<file path="config.mk">
export PLATFORM = sky130hd
export DESIGN_NAME = css_front
export DESIGN_NICKNAME = d
export VERILOG_FILES = /design/src/rtl/css_pkg.sv /design/src/rtl/css_front.sv
export SDC_FILE = /design/constraint.sdc
export NUM_CORES = 2
export LEC_CHECK = 0
export BUFFER_PORTS_ARGS = -buffer_cell sky130_fd_sc_hd__clkbuf_2
export CORE_MARGIN = 3
export CORE_UTILIZATION = 58
export DETAILED_ROUTE_END_ITERATION = 7
export GPL_TIMING_DRIVEN = 0
export PLACE_DENSITY_LB_ADDON = 0.05
export SETUP_SLACK_MARGIN = 0.3
export SLEW_MARGIN = 20
export SYNTH_ARGS = -nofsm -noshare
export SYNTH_HDL_FRONTEND = slang
export SYNTH_SLANG_ARGS = --single-unit
</file>
<file path="constraint.sdc">
create_clock -name aclk -period 22.9 [get_ports aclk]
set_input_delay 3.435 -clock aclk [delete_from_list [all_inputs] [get_ports aclk]]
set_output_delay 3.435 -clock aclk [all_outputs]
set_load 0.005 [all_outputs]
</file>
<file path="src/rtl/css_pkg.sv">
`default_nettype none

package css_pkg;

    // Element and accumulator formats
    localparam int ELEM_W   = 16;
    localparam int PROD_W   = 2 * ELEM_W;
    localparam int ACC_W    = 48;
    localparam int HALF_W   = ACC_W / 2;
    localparam int WIDE_W   = 2 * ACC_W;

    // Result format: Q1.15, magnitude found bit by bit
    localparam int SIM_W    = 16;
    localparam int MAG_W    = SIM_W - 1;
    localparam int BIT_W    = $clog2(MAG_W);
    localparam int SH_W     = $clog2(2 * MAG_W + 1);

    // Search word: holds P * t^2 with t = 2k - 1 below 2^16
    localparam int SRCH_W   = 128;
    // (D * 2^16)^2 = D^2 * 2^32
    localparam int LHS_SH   = 2 * (SIM_W);

    // Vector queue between front and back
    localparam int QUEUE_DEPTH = 4;
    localparam int QA_W        = $clog2(QUEUE_DEPTH);
    localparam int QC_W        = $clog2(QUEUE_DEPTH + 1);

    localparam logic signed [ACC_W-1:0] DOT_MAX = {1'b0, {(ACC_W-1){1'b1}}};
    localparam logic signed [ACC_W-1:0] DOT_MIN = {1'b1, {(ACC_W-1){1'b0}}};
    localparam logic signed [SIM_W-1:0] SIM_MIN = {1'b1, {(SIM_W-1){1'b0}}};

    // Totals of one finished vector pair
    typedef struct packed {
        logic signed [ACC_W-1:0] dot;
        logic        [ACC_W-1:0] norm_a;
        logic        [ACC_W-1:0] norm_b;
    } css_vec_t;

    typedef enum logic [2:0] {
        S_IDLE,
        S_MUL,
        S_INIT,
        S_SA,
        S_SB,
        S_OUT
    } css_state_t;

endpackage

`default_nettype wire

</file>
<file path="src/rtl/css_front.sv">
`default_nettype none

module css_front (
    input  wire logic                               aclk,
    input  wire logic                               aresetn,
    input  wire logic                               s_valid,
    output logic                                    s_ready,
    input  wire logic signed [css_pkg::ELEM_W-1:0]  elem_a,
    input  wire logic signed [css_pkg::ELEM_W-1:0]  elem_b,
    input  wire logic                               last,
    input  wire logic        [css_pkg::QC_W-1:0]    q_count,
    output logic                                    push,
    output css_pkg::css_vec_t                       push_data
);
    import css_pkg::*;

    logic                     stg_valid_reg;
    logic                     stg_last_reg;
    logic signed [PROD_W-1:0] prod_ab_reg;
    logic        [PROD_W-1:0] prod_aa_reg;
    logic        [PROD_W-1:0] prod_bb_reg;

    logic signed [ACC_W-1:0]  dot_acc_reg;
    logic        [ACC_W-1:0]  na_acc_reg;
    logic        [ACC_W-1:0]  nb_acc_reg;

    logic signed [ACC_W:0]    dot_sum;
    logic        [ACC_W:0]    na_sum;
    logic        [ACC_W:0]    nb_sum;
    logic signed [ACC_W-1:0]  dot_sat;
    logic        [ACC_W-1:0]  na_sat;
    logic        [ACC_W-1:0]  nb_sat;
    logic                     pend;
    logic                     accept;

    // a last pair still in the product stage owns a queue slot already
    assign pend    = stg_valid_reg & stg_last_reg;
    assign s_ready = (q_count + QC_W'(pend)) < QC_W'(QUEUE_DEPTH);
    assign accept  = s_valid & s_ready;

    always_ff @(posedge aclk) begin
        if (!aresetn) begin
            stg_valid_reg <= 1'b0;
        end else begin
            stg_valid_reg <= accept;
        end
        if (accept) begin
            stg_last_reg <= last;
            prod_ab_reg  <= PROD_W'(elem_a * elem_b);
            prod_aa_reg  <= $unsigned(PROD_W'(elem_a * elem_a));
            prod_bb_reg  <= $unsigned(PROD_W'(elem_b * elem_b));
        end
    end

    // saturating accumulate
    always_comb begin
        dot_sum = (ACC_W+1)'(dot_acc_reg) + (ACC_W+1)'(prod_ab_reg);
        na_sum  = {1'b0, na_acc_reg} + (ACC_W+1)'(prod_aa_reg);
        nb_sum  = {1'b0, nb_acc_reg} + (ACC_W+1)'(prod_bb_reg);
        if (dot_sum[ACC_W] != dot_sum[ACC_W-1]) begin
            dot_sat = dot_sum[ACC_W] ? DOT_MIN : DOT_MAX;
        end else begin
            dot_sat = $signed(dot_sum[ACC_W-1:0]);
        end
        na_sat = na_sum[ACC_W] ? {ACC_W{1'b1}} : na_sum[ACC_W-1:0];
        nb_sat = nb_sum[ACC_W] ? {ACC_W{1'b1}} : nb_sum[ACC_W-1:0];
    end

    always_ff @(posedge aclk) begin
        if (!aresetn) begin
            dot_acc_reg <= '0;
            na_acc_reg  <= '0;
            nb_acc_reg  <= '0;
        end else if (stg_valid_reg) begin
            if (stg_last_reg) begin
                dot_acc_reg <= '0;
                na_acc_reg  <= '0;
                nb_acc_reg  <= '0;
            end else begin
                dot_acc_reg <= dot_sat;
                na_acc_reg  <= na_sat;
                nb_acc_reg  <= nb_sat;
            end
        end
    end

    assign push             = pend;
    assign push_data.dot    = dot_sat;
    assign push_data.norm_a = na_sat;
    assign push_data.norm_b = nb_sat;

`ifndef SYNTHESIS
    // a finished vector must always find room in the queue
    a_no_overflow: assert property (@(posedge aclk) disable iff (!aresetn)
        push |-> (q_count < QC_W'(QUEUE_DEPTH)))
        else $error("vector queue overflow");
`endif

endmodule

`default_nettype wire

</file>
# Yosys cells after proc, flatten, opt, wreduce, memory -nomap -nowiden
# Index checks and enable logic that the tools add are counted.
[word_totals]
out_inout_bits = 146
in_bits = 39
register_bits = 242
wordCells = 26
[classes]
multipliers = 3
n_bitwise = 2
n_eq_ne = 1
mux = 7
order_cmp = 1
n_addsub = 4
[op_table]
columns = ["operator", "n"]
rows = [
  ["two-way mux 48 bit", 7],
  ["adder 48 x 32 -> 49 bit", 3],
  ["multiplier 16 x 16 -> 32 bit", 3],
  ["adder 3 x 1 -> 3 bit", 1],
  ["< comparator 3 bit, second input constant", 1],
  ["AND 1 bit", 2],
  ["inequality test 1 bit", 1],
]

# Longest topological paths before layout
[depth]
ltp_word = 4
ltp_mapped = 27
depth_no_buf = 26

# Worst setup path before layout
# OpenSTA, ideal clock, no wires.
[synth_timing]
path_type = "in2reg"
start = "input elem_a[10] (netlist name)"
end = "register prod_aa_reg[24] (data pin)"
path_buffers = 2
slack_ps = 13134
t_required_ps = 22642
arrival_ps = 9508
cell_stages = 24
setup_time_ps = 258
path_cell_list = "clkbuf_1 -> clkbuf_1 -> nand2_1 -> fa_1 -> fa_1 -> fa_1 -> inv_1 -> fa_1 -> fa_1 -> inv_1 -> fa_1 -> inv_1 -> ha_1 -> inv_1 -> o21ai_0 -> a2111oi_0 -> nor3_1 -> o21bai_1 -> a211oi_1 -> o21bai_1 -> a2111oi_0 -> o31ai_1 -> a21oi_1 -> xnor2_1"
[synth_between]
elab_chain_len = 1
[synth_lines]
columns = ["item", "line_no", "text"]
rows = [
  ["start: declaration", "css_front.sv:8", "input wire logic signed [css_pkg::ELEM_W-1:0] elem_a,"],
  ["multiplier 16 x 16 -> 32 bit", "css_front.sv:50", "prod_aa_reg <= $unsigned(PROD_W'(elem_a * elem_a));"],
  ["end signal: assignment", "css_front.sv:50", ""],
  ["end: declaration", "css_front.sv:20", "logic [PROD_W-1:0] prod_aa_reg;"],
]
# Every way passes these cells.
# A chain may end at the register's enable or synchronous reset.

# Final worst setup path
[layout_timing]
start = "input elem_a[3] (netlist name)"
end = "register prod_aa_reg[24] (data pin)"
# Same word-level chain as after synthesis.

==> impl_metrics.tcl <==
set metrics [dict create \
    syn_inst 4698 \
    clk_latency_ns 0.56 \
    synth_area_leaders "fa_1, ha_1, inv_1" \
    hold_path.class "flip-flop to flip-flop" \
    placedCellCount 5828 \
    endpoint "prod_aa_reg[24]$_DFFE_PP_" \
    rows 98 \
    status "complete, but fails checks" \
    setup_violations 0 \
    timing.final.crit_share 0.481 \
    initial_core_util 0.589 \
    synth_top_cell_area_share 0.344 \
    synth_area_per_cell_um2 9.02 \
    grt_pass1_vias 33900 \
    required_ns 23.19 \
    r2r-start "prod_ab_reg[31]$_DFFE_PP_" \
    hpwl_um 95700 \
    cp_max_fo 11 \
    rsz0062_at_grt "false" \
    synthFlopType "dfxtp_1" \
    cts_hold_buf 0 \
    clock_sinks 240 \
    die-area_mm2 0.0764 \
    crit_type "primary input to flip-flop" \
    synth-edff-count 95 \
    synth_area_leader_cell "fa_1" \
    violations "DRC" \
    final_core_util 0.636 \
    grt_overflow 0 \
    clock.fmax_ghz 0.0907 \
    reg2reg_to "dot_acc_reg[29]$_SDFFE_PN0P_" \
    synth_seq_area_share 0.136 \
    final_nets 6061 \
    worstMarginPinSlew_ns 1.17 \
    drive_above_1_share 0.0653 \
    grt_usage 0.308 \
    multi_input_area_mm2 0.0323 \
    cts_tree "done" \
    area_growth_pct 7.97 \
    async_flop_share 0 \
    syn_area_mm2 0.0424 \
    tns_ns 0 \
    worstPathArrival_ns 11.31 \
    clk_pin_slew_ns 0.05 \
    fin_hold_ws_ns 0.465 \
    place.gp.congestion 0.968 \
    cp-startpoint "elem_a[3]" \
    ant_nets 0 \
    synth_warnings 0 \
    htree_levels 2 \
    syn-num-nets 5843 \
    relSlewSlack 0.220 \
    end_kind "flip-flop" \
    routed_wl_um 116000 \
    skew_ns 0.0268 \
    cts_root_buffer "clkbuf_16" \
    grt_first_pass_wirelength_um 185000 \
    ys_ff_latch 240 \
    coreArea_mm2 0.0720 \
    die_w_um 276 \
    postCtsSetupRepairBufs 0 \
    drt_iter0_markers 2317 \
    wire_per_inst_um 19.7 \
    clockBufferDepth 3 \
    critPathLaunchType "primary input" \
    fin_cells 5904 \
    numPortBuffers 178 \
    synthDistinctLibCells 79 \
    die_h_um 276 \
    drc_errors 2 \
    viasPerCell 5.64 \
    min_period_ns 11.02 \
    numCtsBuffers 36 \
    drv_cap 0 \
    drv_slew 0 \
    cts_resized 0 \
    final-seq-area_mm2 0.00576 \
    grt_antenna_before_repair 10 \
    reg2reg_slack_ns 18.19 \
    first_pass_iters 7 \
    r2r_cells 12 \
    design.portCount 185 \
    fillers 6334 \
    hold_viol 0 \
    grt_max_degree 37 \
    vias 33300 \
]
metal layers:
| metal | wire length, um | global-route usage | up-vias | part of all wire |
|---|---|---|---|---|
| met5 | 38 | 0 | - | 0.00033 |
| met1 | 49800 | 0.429 | 16600 | 0.43 |
| met2 | 52600 | 0.489 | 1176 | 0.45 |
| met4 | 4060 | 0.0982 | 6 | 0.035 |
| li1 | - | - | 15300 | - |
| met3 | 9660 | 0.0582 | 232 | 0.083 |
worst min path at each step:
stage                     depth (start not counted)                    startpoint  slack (ns)                            to
after global routing                              1   dot_acc_reg[7]$_SDFFE_PN0P_        0.49   dot_acc_reg[7]$_SDFFE_PN0P_
after floorplan                                   2  dot_acc_reg[41]$_SDFFE_PN0P_        0.43  dot_acc_reg[41]$_SDFFE_PN0P_
after detailed placement                          2  dot_acc_reg[41]$_SDFFE_PN0P_        0.46  dot_acc_reg[41]$_SDFFE_PN0P_
after global placement                            2  dot_acc_reg[44]$_SDFFE_PN0P_        0.44  dot_acc_reg[44]$_SDFFE_PN0P_
final                                             2  dot_acc_reg[41]$_SDFFE_PN0P_        0.47  dot_acc_reg[41]$_SDFFE_PN0P_
after CTS                                         2  dot_acc_reg[41]$_SDFFE_PN0P_        0.47  dot_acc_reg[41]$_SDFFE_PN0P_
cells in the mapped netlist (4+ instances only):
| master | n |
|---|---|
| nor2b_1 | 23 |
| o21ai_0 | 116 |
| nand2_1 | 470 |
| nor2_1 | 210 |
| nand4_1 | 23 |
| a22o_1 | 75 |
| edfxtp_1 | 95 |
| mux2i_1 | 10 |
| o21ai_1 | 27 |
| mux2_2 | 6 |
| buf_2 | 20 |
| o21ai_2 | 10 |
| a31o_2 | 14 |
| or3_1 | 15 |
| or2_2 | 16 |
| nand3_1 | 51 |
| a31oi_1 | 21 |
| a211oi_1 | 24 |
| inv_1 | 948 |
| o31ai_1 | 9 |
| o21a_1 | 22 |
| o21bai_1 | 25 |
| and2_1 | 198 |
| and3_1 | 33 |
| nand2b_1 | 46 |
| ha_1 | 377 |
| dfxtp_1 | 145 |
| o211ai_1 | 28 |
| a41oi_1 | 6 |
| buf_1 | 8 |
| nor3_1 | 49 |
| a21o_1 | 108 |
| xor2_1 | 79 |
| clkbuf_1 | 168 |
| a211o_1 | 4 |
| fa_1 | 729 |
| and4_1 | 11 |
| xnor2_1 | 166 |
| a21boi_0 | 9 |
| a2111oi_0 | 5 |
| a41o_1 | 7 |
| a21oi_1 | 232 |
cell usage in the layout, fill, tap and decap left out, types with 10 or more instances in the layout:
cell type,instances
buf_2,20
and4_1,11
a21o_1,108
o21ai_2,10
nand2_1,470
clkbuf_16,38
fa_1,729
nand3_1,51
xnor2_1,166
nor3_1,49
nor2_1,210
o21a_1,22
edfxtp_1,95
and2_1,197
mux2i_1,10
and3_1,33
ha_1,377
nand4_1,23
a22o_1,75
o211ai_1,28
a31o_2,14
o21ai_0,115
o21ai_1,28
a31oi_1,21
clkbuf_1,175
diode_2,10
nand2b_1,46
a211oi_1,24
xor2_1,79
inv_1,948
dfxtp_1,145
o21bai_1,25
a21oi_1,232
or2_2,16
or3_1,15
clkbuf_2,179
nor2b_1,23
cell type report:
class                      instances  share of cell area
tap                              950              0.0260
multi-input combinational       3308               0.705
sequential                       240               0.126
buffer                           199              0.0172
clock inverter                    17             0.00454
timing repair buffer             180              0.0203
clock buffer                      49              0.0223
antenna                           10            0.000547
inverter                         951              0.0780
kinds of logic (layout without fill, tap and decap cells):
logic type	count (synthesis)	after routing	synth area share
flip-flops	240	240	0.136
multiplexers	16	16	0.00396
AO/OA/AOI/OAI	781	781	0.122
AND/OR/NAND/NOR	1160	1160	0.129
other	0	10	0
adder cells (fa/ha/maj)	1106	1106	0.456
XOR/XNOR	245	245	0.0506
buffers and inverters	1150	1396	0.103
worst max-delay path: stages:
cell       delay [ns]
clkbuf_1         0.71
clkbuf_1         0.86
nand2_1          0.24
fa_1             0.56
fa_1             0.54
fa_1             0.52
inv_1            0.05
fa_1             0.48
fa_1             0.49
inv_1            0.05
fa_1             0.47
inv_1            0.04
ha_1             0.32
inv_1            0.10
o21ai_0          0.12
a2111oi_0        0.41
nor3_1           0.10
o21bai_1         0.23
a211oi_1         0.36
o21bai_1         0.16
a2111oi_0        0.61
o31ai_1          0.16
a21oi_1          0.19
xnor2_1          0.08
metrics by stage:
| stage | instance area, um^2 | setup slack (ns) |
|---|---|---|
| 6_report | 45800 | 11.88 |
| 5_1_grt | 45800 | 11.33 |
| 3_5_place_dp | 44500 | 11.52 |
| 2_1_floorplan | 42400 | 13.13 |
| 4_1_cts | 45700 | 12.09 |
| 3_3_place_gp | 44500 | 11.55 |
Power is left out: the tool's default activity adds up to more than one toggle a clock period on the data nets, which glitch-free logic cannot reach.
