File: src/rtl/css_pkg.sv
`default_nettype none

package css_pkg;

    // Element and accumulator formats
    localparam int ELEM_W   = 16;
    localparam int PROD_W   = 2 * ELEM_W;
    localparam int ACC_W    = 48;
    localparam int HALF_W   = ACC_W / 2;
    localparam int WIDE_W   = 2 * ACC_W;

    // Result format: Q1.15, magnitude found bit by bit
    localparam int SIM_W    = 16;
    localparam int MAG_W    = SIM_W - 1;
    localparam int BIT_W    = $clog2(MAG_W);
    localparam int SH_W     = $clog2(2 * MAG_W + 1);

    // Search word: holds P * t^2 with t = 2k - 1 below 2^16
    localparam int SRCH_W   = 128;
    // (D * 2^16)^2 = D^2 * 2^32
    localparam int LHS_SH   = 2 * (SIM_W);

    // Vector queue between front and back
    localparam int QUEUE_DEPTH = 4;
    localparam int QA_W        = $clog2(QUEUE_DEPTH);
    localparam int QC_W        = $clog2(QUEUE_DEPTH + 1);

    localparam logic signed [ACC_W-1:0] DOT_MAX = {1'b0, {(ACC_W-1){1'b1}}};
    localparam logic signed [ACC_W-1:0] DOT_MIN = {1'b1, {(ACC_W-1){1'b0}}};
    localparam logic signed [SIM_W-1:0] SIM_MIN = {1'b1, {(SIM_W-1){1'b0}}};

    // Totals of one finished vector pair
    typedef struct packed {
        logic signed [ACC_W-1:0] dot;
        logic        [ACC_W-1:0] norm_a;
        logic        [ACC_W-1:0] norm_b;
    } css_vec_t;

    typedef enum logic [2:0] {
        S_IDLE,
        S_MUL,
        S_INIT,
        S_SA,
        S_SB,
        S_OUT
    } css_state_t;

endpackage

`default_nettype wire

File: src/rtl/css_queue.sv
`default_nettype none

module css_queue (
    input  wire logic                       aclk,
    input  wire logic                       aresetn,
    input  wire logic                       push,
    input  wire css_pkg::css_vec_t          push_data,
    input  wire logic                       pop,
    output css_pkg::css_vec_t               pop_data,
    output logic [css_pkg::QC_W-1:0]        count
);
    import css_pkg::*;

    css_vec_t        entry_reg [QUEUE_DEPTH];
    logic [QA_W-1:0] wr_ptr_reg;
    logic [QA_W-1:0] rd_ptr_reg;
    logic [QC_W-1:0] count_reg;

    always_ff @(posedge aclk) begin
        if (!aresetn) begin
            wr_ptr_reg <= '0;
            rd_ptr_reg <= '0;
            count_reg  <= '0;
        end else begin
            if (push) begin
                wr_ptr_reg <= wr_ptr_reg + QA_W'(1);
            end
            if (pop) begin
                rd_ptr_reg <= rd_ptr_reg + QA_W'(1);
            end
            count_reg <= count_reg + QC_W'(push) - QC_W'(pop);
        end
        if (push) begin
            entry_reg[wr_ptr_reg] <= push_data;
        end
    end

    assign pop_data = entry_reg[rd_ptr_reg];
    assign count    = count_reg;

`ifndef SYNTHESIS
    a_no_underflow: assert property (@(posedge aclk) disable iff (!aresetn)
        pop |-> (count_reg != '0))
        else $error("pop from empty vector queue");
`endif

endmodule

`default_nettype wire

File: config.mk
export PLATFORM = sky130hd
export DESIGN_NAME = css_queue
export DESIGN_NICKNAME = d
export VERILOG_FILES = /design/src/rtl/css_pkg.sv /design/src/rtl/css_queue.sv
export SDC_FILE = /design/constraint.sdc
export NUM_CORES = 1
export LEC_CHECK = 0
export ABC_AREA = 0
export BUFFER_PORTS_ARGS = -buffer_cell sky130_fd_sc_hd__buf_2
export CORE_ASPECT_RATIO = 1.25
export CORE_MARGIN = 3
export CORE_UTILIZATION = 50
export CTS_CLUSTER_DIAMETER = 60
export CTS_CLUSTER_SIZE = 40
export DETAILED_ROUTE_END_ITERATION = 10
export PLACE_DENSITY = 0.71
export SLEW_MARGIN = 20
export SYNTH_ARGS = -nofsm -noshare
export SYNTH_HDL_FRONTEND = slang
export SYNTH_SLANG_ARGS = --single-unit
File: constraint.sdc
create_clock -name aclk -period 5.7 [get_ports aclk]
set_clock_uncertainty 0.2 [all_clocks]
set_input_delay 0.285 -clock aclk [delete_from_list [all_inputs] [get_ports aclk]]
set_output_delay 0.285 -clock aclk [all_outputs]
set_load 0.005 [all_outputs]
# Yosys cells after proc, flatten, opt, wreduce, memory -nomap -nowiden

Memories as Yosys holds them, arrays and structs flattened. A register that Yosys moved wholly into a read port is not among the register bits.
Cells that the tools add are included.

Memories kept: 1
Flip-flop bits (word level): 7
Bits in writable memories: 576
Output and inout bits: 147

Muxes and demuxes: 4
Add/subtract/negate cells: 4

Memories:

| name      | words | bits a word | rd ports | clocked after memory_dff | write ports | line            | source |
|---|---|---|---|---|---|---|---|
| entry_reg | 4     | 144         | 1        | 1                        | 1           | css_queue.sv:14 | `css_vec_t entry_reg [QUEUE_DEPTH];` |

Operators with widths:

| cell                | number |
|---|---|
| $add 2x1->2 const B | 2 |
| $mux 2              | 2 |
| $add 3x1->3         | 1 |
| $sub 3x1->3         | 1 |
| $mux 1              | 2 |

# Depth between registers and ports, before layout

Gate-level depths: netlist (run 1).

Depth in word-level cells: 3
Mapped depth: 7
Mapped depth without buffers: 7

# Worst setup path before layout (run 1)

Ideal clock, no wire load.

Path type: reg2reg
Start: reg wr_ptr_reg[0]
End: mem entry_reg[0][0] in the netlist's numbering (enable)
Stages on the path, launching flop included: 4
Buffers on the path: 0
Required time: 4.980 ns
Clock period less this slack: 4.558 ns
Arrival time: 3.838 ns
Setup time: 0.520 ns
Slack: 1.142 ns
Cell sequence: dfxtp_1 -> inv_1 -> ha_1 -> and2_1

RTL lines:

| item                   | line            | source |
|---|---|---|
| from (decl)            | css_queue.sv:15 | `logic [QA_W-1:0] wr_ptr_reg;` |
| from (signal assigned) | css_queue.sv:26 | `wr_ptr_reg <= wr_ptr_reg + QA_W'(1);` |
| to (decl)              | css_queue.sv:14 |  |

No word-level cell before the write port.

==> results.sh, run 1 <==
export IMPL_ys_seq_area_share_pct=82.5
export IMPL_p_total_mw=8.57
export IMPL_power_density_nw_per_um2=329
export IMPL_synth_top_area_cell="edfxtp_1"
export IMPL_hold_viol_final=0
export IMPL_drv_cap=0
export IMPL_pre_cts_slack_ns=2.89
export IMPL_placed_area_sq_um=23300
export IMPL_utilization_pct=62.8
export IMPL_grt_pass1_vias=10645
export IMPL_drtPass1Iterations=4
export IMPL_whs_ns=0.221
export IMPL_gp_congestion=0.694
export IMPL_worst_pin_slew_ns=0.909
export IMPL_core_area_sq_um=41400
export IMPL_final_setup_tns_ns=0
export IMPL_start_kind="flop"
export IMPL_leakagePower_nw=8.73
export IMPL_cp_top_family="flip-flops"
export IMPL_antenna_found_initial=5
export IMPL_nNetsFinal=1403
export IMPL_critPathBufInv=2
export IMPL_layout_setup_ws_ns=2.38
export IMPL_synth_warnings=0
export IMPL_layout_drive_gt1_share_pct=40.4
export IMPL_post_cts_buffers=0
export IMPL_fmax_mhz=302
export IMPL_die_width_um=190
export IMPL_layout_commonest_cell="edfxtp_1"
export IMPL_r2r_cells=6
export IMPL_setup_viol_count_final=0
export IMPL_wl_per_cell_um=22.2
export IMPL_met1Wirelength_um=15800
export IMPL_cts_repair_resized=0
export IMPL_maxUsedRoutingLayer="met5"
export IMPL_root_buffer="clkbuf_16"
export IMPL_crit_required_ns=5.22
export IMPL_yosys_top_cells_area="edfxtp_1 82%, mux4_2 15%, dfxtp_1 0.85%, buf_6 0.43%, buf_2 0.38%"
export IMPL_grt_first_pass_wirelength_um=62800
export IMPL_crit_slowest_cell="dfxtp_4"
export IMPL_largest_reg_flops=576
export IMPL_critPathMaxFanout=57
export IMPL_crit_arrival_ns=2.83
export IMPL_io_pins=295
export IMPL_syn_num_nets=948
export IMPL_fillCellCount=2775
export IMPL_status="finished, final reports clean"
export IMPL_cp_depth=3
export IMPL_wl_met3_um=2450
export IMPL_vias_per_cell=5.40
export IMPL_drtIter0Drc=671
export IMPL_critical_path_class="reg2out"
export IMPL_met2_length_um=21400
export IMPL_die_area_sq_um=44900
export IMPL_holdPathStages=2
export IMPL_vias=9867
export IMPL_grt_usage_pct=18.2
export IMPL_cp_slowest_stage_delay_ns=0.91
export IMPL_stdcell_count=1826
export IMPL_min_path_type="in2reg"
export IMPL_die_y_um=236
export IMPL_final_cell_mix="576 x edfxtp_1, 294 x buf_2, 148 x dlygate4sd3_1"
export IMPL_synth_seq_cells=585
export IMPL_max_slew_margin_pct=39.4
export IMPL_start_util_pct=51.1
export IMPL_dpl_cell_count=1620
export IMPL_syn_area_per_cell_sq_um=26.7
export IMPL_cts_tree="built"
export IMPL_end_kind="primary output"
export IMPL_area_growth_pct=23.0
export IMPL_rows=83
export IMPL_io_buffers=294
export IMPL_drc_errors=0
export IMPL_gr_total_overflow=0
export IMPL_clock_path_buffers=3
export IMPL_peakVddDrop_mv=0.371
export IMPL_finalCritPeriodShare_pct=58.2
export IMPL_fin_crit_ns=3.32
export IMPL_netlist_area_leader_share_pct=81.7
export IMPL_drv_slew=0
export IMPL_grt_max_degree=92
export IMPL_clkSinkCount=585
export IMPL_cts_buffers=29
export IMPL_insertion_delay_ns=0.59
export IMPL_htree_num_levels=1
export IMPL_yosysUniqueCellTypes=18
export IMPL_place_hpwl_um=23400
export IMPL_synth_cell_area_sq_um=21200
export IMPL_syn_inst=793
export IMPL_fin_area_sq_um=26000
export IMPL_rsz0062_at_grt="false"
export IMPL_path_cells="buf_12 -> mux4_2 -> buf_2"
export IMPL_clkTransAtPathRegs_ns=0.11
export IMPL_ant_nets=0
export IMPL_drt_total_wl_um=40500
==> worst paths after layout <==
path / start / to / slack (ns)
worst max register to register: wr_ptr_reg[1]$_SDFFE_PN0P_ / entry_reg[1][136]$_DFFE_PP_ / 3.21
worst min-delay path: push_data[41] / entry_reg[0][41]$_DFFE_PP_ / 0.22
worst min register to register: rd_ptr_reg[0]$_SDFFE_PN0P_ / flop / 0.36
worst max-delay path: flop / pop_data[47] / 2.38
==> Yosys cell counts <==
library cell  instances
a21oi_1               1
inv_1                 7
mux2i_1               1
buf_2                16
edfxtp_1            576
xnor2_1               2
ha_1                  6
buf_6                 8
xor3_1                1
and2_1                6
clkbuf_1              5
dfxtp_1               9
a21bo_2               1
fa_1                  1
nor2_1                5
nand3b_1              1
buf_1                 3
mux4_2              144
==> power by group <==
part | switching (mW) | internal [mW] | total, mW
clock network | 1.57 | 1.11 | 2.68
logic | 0.415 | 0.465 | 0.880
registers | 0.0737 | 4.94 | 5.01
total | 2.06 | 6.51 | 8.57
==> final cells by class <==
cell class,count,area (sq um),area share [%]
diodes,3,7.51,0.0288
clock buffers,29,726,2.79
clock inverters,25,447,1.72
inverters,7,26.3,0.101
multi-input cells,169,3480,13.4
flip-flops and latches,585,17500,67.2
well taps,552,691,2.65
repair buffers,456,3170,12.2
==> repair_timing <==
action                                  in CTS  in global routing
endpoints found under the setup margin       0                  0
hold endpoints to repair                   585                  0
hold buffers                               148                  0
==> routing by layer <==
| layer | up-vias | track usage (%) |
|---|---|---|
| met4 | 4 | 4.17 |
| met3 | 49 | 3.85 |
| met1 | 5194 | 23.7 |
| li1 | 4332 | - |
| met2 | 288 | 31.9 |
| met5 | - | 0 |
==> kinds of logic after synthesis <==
logic type,synth area share (%)
DFF,82.5
muxes,15.4
buffers and inverters,1.07
and+or+nand+nor,0.301
adders and majority gates,0.449
xor gates and xnor gates,0.195
AOI/OAI and AO/OA,0.0709
(Power assumes the default switching activity.)
==> run 2: changes to the inputs <==
--- a/config.mk
+++ b/config.mk
@@ -5,7 +5,7 @@
 export SDC_FILE = /design/constraint.sdc
 export NUM_CORES = 1
 export LEC_CHECK = 0
-export ABC_AREA = 0
+export ABC_AREA = 1
 export BUFFER_PORTS_ARGS = -buffer_cell sky130_fd_sc_hd__buf_2
 export CORE_ASPECT_RATIO = 1.25
 export CORE_MARGIN = 3
==> constraint.sdc (replaced) <==
create_clock -name aclk -period 3.1 [get_ports aclk]
set_clock_uncertainty 0.2 [all_clocks]
set_input_delay 0.155 -clock aclk [delete_from_list [all_inputs] [get_ports aclk]]
set_output_delay 0.155 -clock aclk [all_outputs]
set_load 0.005 [all_outputs]
==> run 2 against run 1 <==
Against the previous run: worst hold slack got worse by 0.13 ns; sequential power is 82% higher; sequential share of layout area down 1.9 points; critical path type unchanged; largest cell class unchanged.
==> results.sh, run 2 <==
export IMPL_status="finished, final reports clean"
export IMPL_r2r_cells=8
export IMPL_yosysUniqueCellTypes=17
export IMPL_start_util_pct=51.0
export IMPL_netlist_area_leader_share_pct=78.4
export IMPL_setup_viol_count_final=0
export IMPL_antenna_found_initial=4
export IMPL_drt_total_wl_um=47800
export IMPL_hold_viol_final=0
export IMPL_grt_max_degree=150
export IMPL_finalCritPeriodShare_pct=93.2
export IMPL_die_area_sq_um=46700
export IMPL_synth_top_area_cell="edfxtp_1"
export IMPL_cts_tree="built"
export IMPL_area_growth_pct=21.3
export IMPL_drtIter0Drc=1191
export IMPL_max_slew_margin_pct=43.0
export IMPL_drv_slew=0
export IMPL_die_width_um=194
export IMPL_vias_per_cell=5.33
export IMPL_ys_seq_area_share_pct=79.2
export IMPL_syn_inst=1591
export IMPL_syn_num_nets=1746
export IMPL_nNetsFinal=2156
export IMPL_drtPass1Iterations=4
export IMPL_die_y_um=241
export IMPL_root_buffer="clkbuf_16"
export IMPL_core_area_sq_um=43300
export IMPL_grt_first_pass_wirelength_um=73400
export IMPL_crit_arrival_ns=2.53
export IMPL_clkTransAtPathRegs_ns=0.11
export IMPL_layout_drive_gt1_share_pct=19.6
export IMPL_min_path_type="in2reg"
export IMPL_largest_reg_flops=576
export IMPL_r2r_start="count[0]$_SDFF_PN0_"
export IMPL_fin_crit_ns=2.89
export IMPL_rsz0062_at_grt="false"
export IMPL_worst_pin_slew_ns=0.855
export IMPL_final_cell_mix="576 x edfxtp_1, 432 x nor2_1, 304 x o21ai_1"
export IMPL_end_kind="primary output"
export IMPL_synth_warnings=0
export IMPL_clock_path_buffers=3
export IMPL_endpoint="pop_data[11]"
export IMPL_whs_ns=0.0889
export IMPL_place_hpwl_um=28100
export IMPL_fmax_mhz=346
export IMPL_synthFlopType="edfxtp_1"
export IMPL_drc_errors=0
export IMPL_grt_pass1_vias=13267
export IMPL_layout_commonest_cell="edfxtp_1"
export IMPL_htree_num_levels=1
export IMPL_wl_per_cell_um=18.4
export IMPL_gr_total_overflow=0
export IMPL_critical_path_class="reg2out"
export IMPL_vias=13819
export IMPL_async_reset_ff_share_pct=0
export IMPL_drv_cap=0
export IMPL_rows=85
export IMPL_cts_buffers=30
export IMPL_gp_congestion=0.787
export IMPL_cts_repair_resized=0
export IMPL_peakVddDrop_mv=0.559
export IMPL_synth_seq_cells=585
export IMPL_ant_nets=0
export IMPL_power_density_nw_per_um2=586
export IMPL_insertion_delay_ns=0.60
export IMPL_start_kind="flop"
export IMPL_placed_area_sq_um=24200
export IMPL_synth_edf_count=576
export IMPL_crit_required_ns=2.74
export IMPL_yosys_cell_count_top_type="edfxtp_1"
export IMPL_fin_area_sq_um=26800
export IMPL_yosys_top_cells_area="edfxtp_1 78%, nor2_1 7.3%, o21ai_1 6.9%, o21ai_0 3.0%, buf_2 0.86%"
export IMPL_io_buffers=294
export IMPL_grt_usage_pct=19.7
export IMPL_clkSinkCount=585
export IMPL_critPathMaxFanout=113
export IMPL_syn_area_per_cell_sq_um=13.9
export IMPL_utilization_pct=61.8
export IMPL_synth_cell_area_sq_um=22100
export IMPL_reg2reg_slack_ns=0.79
export IMPL_io_pins=295
export IMPL_leakagePower_nw=9.47
export IMPL_r2r_end="count[1]$_SDFF_PN0_"
export IMPL_netlist_top_cells_count="576 x edfxtp_1, 432 x nor2_1, 304 x o21ai_1"
==> run 2: changes by cell type after synthesis, moves of 3 or more <==
cell	previous run	this run
clkbuf_1	5	28
mux4_2	144	0
nor2_1	5	432
a21oi_1	1	5
buf_2	16	38
inv_1	7	18
buf_4	0	16
o21ai_0	0	132
and2_1	6	0
o21ai_1	0	304
buf_6	8	11
nand2_1	0	11
==> run 2: what timing repair did <==
| action | in CTS | in global routing |
|---|---|---|
| hold buffers | 148 | 0 |
| hold endpoints to repair | 589 | 0 |
| buffers inserted | 0 | 0 |
==> run 2: cells by family (layout without fill, tap and decap cells) <==
| logic type | count (synthesis) | in the layout | synth area share (%) |
|---|---|---|---|
| fa+ha+maj | 7 | 7 | 0.431 |
| buf+inv | 114 | 548 | 2.80 |
| other cells | 0 | 5 | 0 |
| flops | 585 | 585 | 79.2 |
| compound gates | 441 | 441 | 10.0 |
| simple gates | 444 | 444 | 7.56 |
==> run 2: how the worst min path moves through the flow <==
stage                                  endpoint  cells past startpoint  slack, ns            from
floorplan                   count[1]$_SDFF_PN0_                      2       0.05         aresetn
global placement     entry_reg[2][89]$_DFFE_PP_                      1       0.16   push_data[89]
detailed placement   entry_reg[3][72]$_DFFE_PP_                      1       0.17   push_data[72]
CTS                 entry_reg[3][130]$_DFFE_PP_                      2       0.05  push_data[130]
global route        entry_reg[3][130]$_DFFE_PP_                      2       0.07  push_data[130]
finish              entry_reg[0][106]$_DFFE_PP_                      2       0.09  push_data[106]
==> run 2: critical path, stage by stage (launching register included) <==
cell	delay (ns)
dfxtp_1	0.38
inv_8	0.48
buf_4	0.41
o21ai_1	0.12
o21ai_1	0.28
buf_2	0.18
==> run 2: per-stage QoR <==
| step | setup TNS [ns] | instances | total power, mW | setup WS [ns] |
|---|---|---|---|---|
| global placement | 0 | 2386 | 10.8 | 0.917 |
| floorplan | -125.93 | 1591 | 10.1 | -0.230 |
| detailed placement | 0 | 2386 | 10.9 | 0.875 |
| CTS | 0 | 2590 | 15.8 | 0.188 |
| finish | 0 | 2595 | 15.7 | 0.210 |
| global route | 0 | 2594 | 16.3 | 0.0889 |
==> run 2: final cells by class <==
class / instances / area [sq um]
antenna: 5 / 12.5
clock inverter: 24 / 343
sequential: 585 / 17500
multi-input combinational: 892 / 3990
tap: 565 / 707
clock buffer: 32 / 779
timing repair buffer: 472 / 3350
fill: 3201 / 16500
inverter: 20 / 105
==> run 2: report_power, final <==
part	internal (mW)	switching, mW
logic	0.668	1.04
registers	9.03	0.0785
clock network	2.07	2.78
total	11.8	3.90
==> run 2: per-layer routing <==
metal / part of all wire (%) / GRT usage [%]
met3: 5.0 / 2.40
met5: 0 / 0
met1: 42 / 26.9
met4: 2.1 / 5.03
met2: 51 / 34.3
==> run 3: changes to the inputs <==
--- a/config.mk
+++ b/config.mk
@@ -5,7 +5,6 @@
 export SDC_FILE = /design/constraint.sdc
 export NUM_CORES = 1
 export LEC_CHECK = 0
-export ABC_AREA = 1
 export BUFFER_PORTS_ARGS = -buffer_cell sky130_fd_sc_hd__buf_2
 export CORE_ASPECT_RATIO = 1.25
 export CORE_MARGIN = 3
@@ -14,6 +13,7 @@
 export CTS_CLUSTER_SIZE = 40
 export DETAILED_ROUTE_END_ITERATION = 10
 export PLACE_DENSITY = 0.71
+export REMOVE_ABC_BUFFERS = 1
 export SLEW_MARGIN = 20
 export SYNTH_ARGS = -nofsm -noshare
 export SYNTH_HDL_FRONTEND = slang
==> run 3 against run 2 <==
Against the previous run: flip-flop and latch count is the same; register-to-register slack gained 0.27 ns; maximum frequency rose by 7.1%; first-iteration DRC count fell by 50%; combinational power is essentially flat; clock-buffer cell count rose by 6; critical path type unchanged; critical endpoint is now pop_data[44]; largest cell class unchanged; largest power group unchanged.
==> results.sh, run 3 (same netlist as run 1, synthesis figures left out) <==
export IMPL_grt_usage_pct=18.4
export IMPL_r2r_cells=3
export IMPL_peakVddDrop_mv=0.635
export IMPL_rsz0062_at_grt="false"
export IMPL_drv_cap=0
export IMPL_io_buffers=294
export IMPL_antenna_found_initial=3
export IMPL_gp_congestion=0.712
export IMPL_drtIter0Drc=598
export IMPL_core_area_sq_um=41400
export IMPL_critPathMaxFanout=46
export IMPL_htree_num_levels=2
export IMPL_final_setup_tns_ns=0
export IMPL_setup_viol_count_final=0
export IMPL_holdPathEnd="entry_reg[3][89]$_DFFE_PP_"
export IMPL_min_path_type="in2reg"
export IMPL_crit_arrival_ns=2.34
export IMPL_pre_cts_slack_ns=0.903
export IMPL_drc_errors=0
export IMPL_finalCritPeriodShare_pct=87.0
export IMPL_end_kind="primary output"
export IMPL_crit_required_ns=2.74
export IMPL_cts_buffers=34
export IMPL_ant_nets=0
export IMPL_largest_reg_flops=576
export IMPL_fin_crit_ns=2.70
export IMPL_layout_setup_ws_ns=0.402
export IMPL_place_hpwl_um=24300
export IMPL_nNetsFinal=1416
export IMPL_r2r_start="wr_ptr_reg[0]$_SDFFE_PN0P_"
export IMPL_clkTransAtPathRegs_ns=0.10
export IMPL_clock_path_buffers=3
export IMPL_grt_pass1_vias=10626
export IMPL_layout_drive_gt1_share_pct=40.8
export IMPL_layout_commonest_cell="edfxtp_1"
export IMPL_leakagePower_nw=8.84
export IMPL_critical_path_class="reg2out"
export IMPL_utilization_pct=63.4
export IMPL_vias=9958
export IMPL_insertion_delay_ns=0.54
export IMPL_die_area_sq_um=44900
export IMPL_worst_pin_slew_ns=0.665
export IMPL_grt_first_pass_wirelength_um=62800
export IMPL_wl_per_cell_um=22.4
export IMPL_rows=83
export IMPL_clkSinkCount=585
export IMPL_io_pins=295
export IMPL_gr_total_overflow=0
export IMPL_die_width_um=190
export IMPL_start_kind="flop"
export IMPL_start_util_pct=51.1
export IMPL_post_cts_buffers=0
export IMPL_r2r_end="entry_reg[3][46]$_DFFE_PP_"
export IMPL_root_buffer="clkbuf_16"
export IMPL_p_total_mw=16.1
export IMPL_drt_total_wl_um=41100
export IMPL_stdcell_count=1840
export IMPL_dpl_cell_count=1629
export IMPL_holdPathStages=2
export IMPL_max_slew_margin_pct=55.7
export IMPL_grt_max_degree=62
export IMPL_vias_per_cell=5.41
export IMPL_drtPass1Iterations=4
export IMPL_area_growth_pct=24.0
export IMPL_min_from="push_data[89]"
export IMPL_cts_tree="built"
export IMPL_fmax_mhz=371
export IMPL_reg2reg_slack_ns=1.06
export IMPL_hold_viol_final=0
export IMPL_fillCellCount=2750
export IMPL_status="finished, final reports clean"
export IMPL_drv_slew=0
export IMPL_die_y_um=236
export IMPL_final_cell_mix="576 x edfxtp_1, 294 x buf_2, 148 x dlygate4sd3_1"
export IMPL_power_density_nw_per_um2=611
[run 3: cell count changes in the layout (fill, tap and decap cells not counted), moves of 5 or more]
cell       before  now
nor2_1        432    5
clkbuf_16      31   37
o21ai_1       304    0
inv_1          12    7
o21ai_0       132    0
mux4_2          0  144
buf_4          16    6
inv_16          7    1
nand2_1         7    0
[run 3: layout make-up]
class / instances / area (sq um) / area share [%]
Clock buffer: 38 / 930 / 3.54
Sequential cell: 585 / 17500 / 66.6
Inverter: 7 / 26.3 / 0.100
Clock inverter: 22 / 319 / 1.22
Timing Repair Buffer: 464 / 3320 / 12.6
Antenna cell: 3 / 7.51 / 0.0286
Tap cell: 552 / 691 / 2.63
Multi-Input combinational cell: 169 / 3480 / 13.2
[run 3: how the worst max path moves through the flow]
stage,from,endpoint,slack (ns),depth (start not counted)
after floorplan,flop,pop_data[0],-3.85,1
after global placement,flop,pop_data[44],0.88,3
after detailed placement,flop,pop_data[44],0.90,3
after CTS,flop,pop_data[44],0.30,3
after global routing,flop,pop_data[47],0.21,3
final,flop,pop_data[44],0.40,3
[run 3: metal layers]
| layer | global-route usage [%] | routed length [um] | up-vias |
|---|---|---|---|
| met5 | 0 | 13 | - |
| met4 | 7.13 | 1640 | 2 |
| met3 | 4.00 | 2590 | 81 |
| met2 | 29.7 | 20400 | 316 |
| met1 | 24.9 | 16500 | 5208 |
| li1 | - | - | 4351 |
[run 3: worst max-delay path, cell delays in order, from the launching register on]
cell     delay [ns]
dfxtp_4        0.62
buf_12         0.41
mux4_2         0.59
buf_2          0.15
[run 3: report_power, final]
part	switching, mW	internal (mW)	total, mW	leakage, nW
clock network	2.61	2.56	5.17	0.602
registers	0.113	9.08	9.19	5.37
logic	0.810	0.882	1.69	2.87
total	3.54	12.5	16.1	8.84
[run 3: what timing repair did]
action | in CTS | in global routing
hold endpoints to repair | 586 | 0
hold buffers | 148 | 0
gates resized for setup | 0 | 0
[run 3: per-stage QoR]
step | hold WS (ns) | instance area [sq um]
6_report | 0.149 | 26300
5_1_grt | 0.146 | 26200
3_3_place_gp | 0.166 | 23500
2_1_floorplan | 0.0539 | 21000
3_5_place_dp | 0.170 | 23500
4_1_cts | 0.123 | 26200
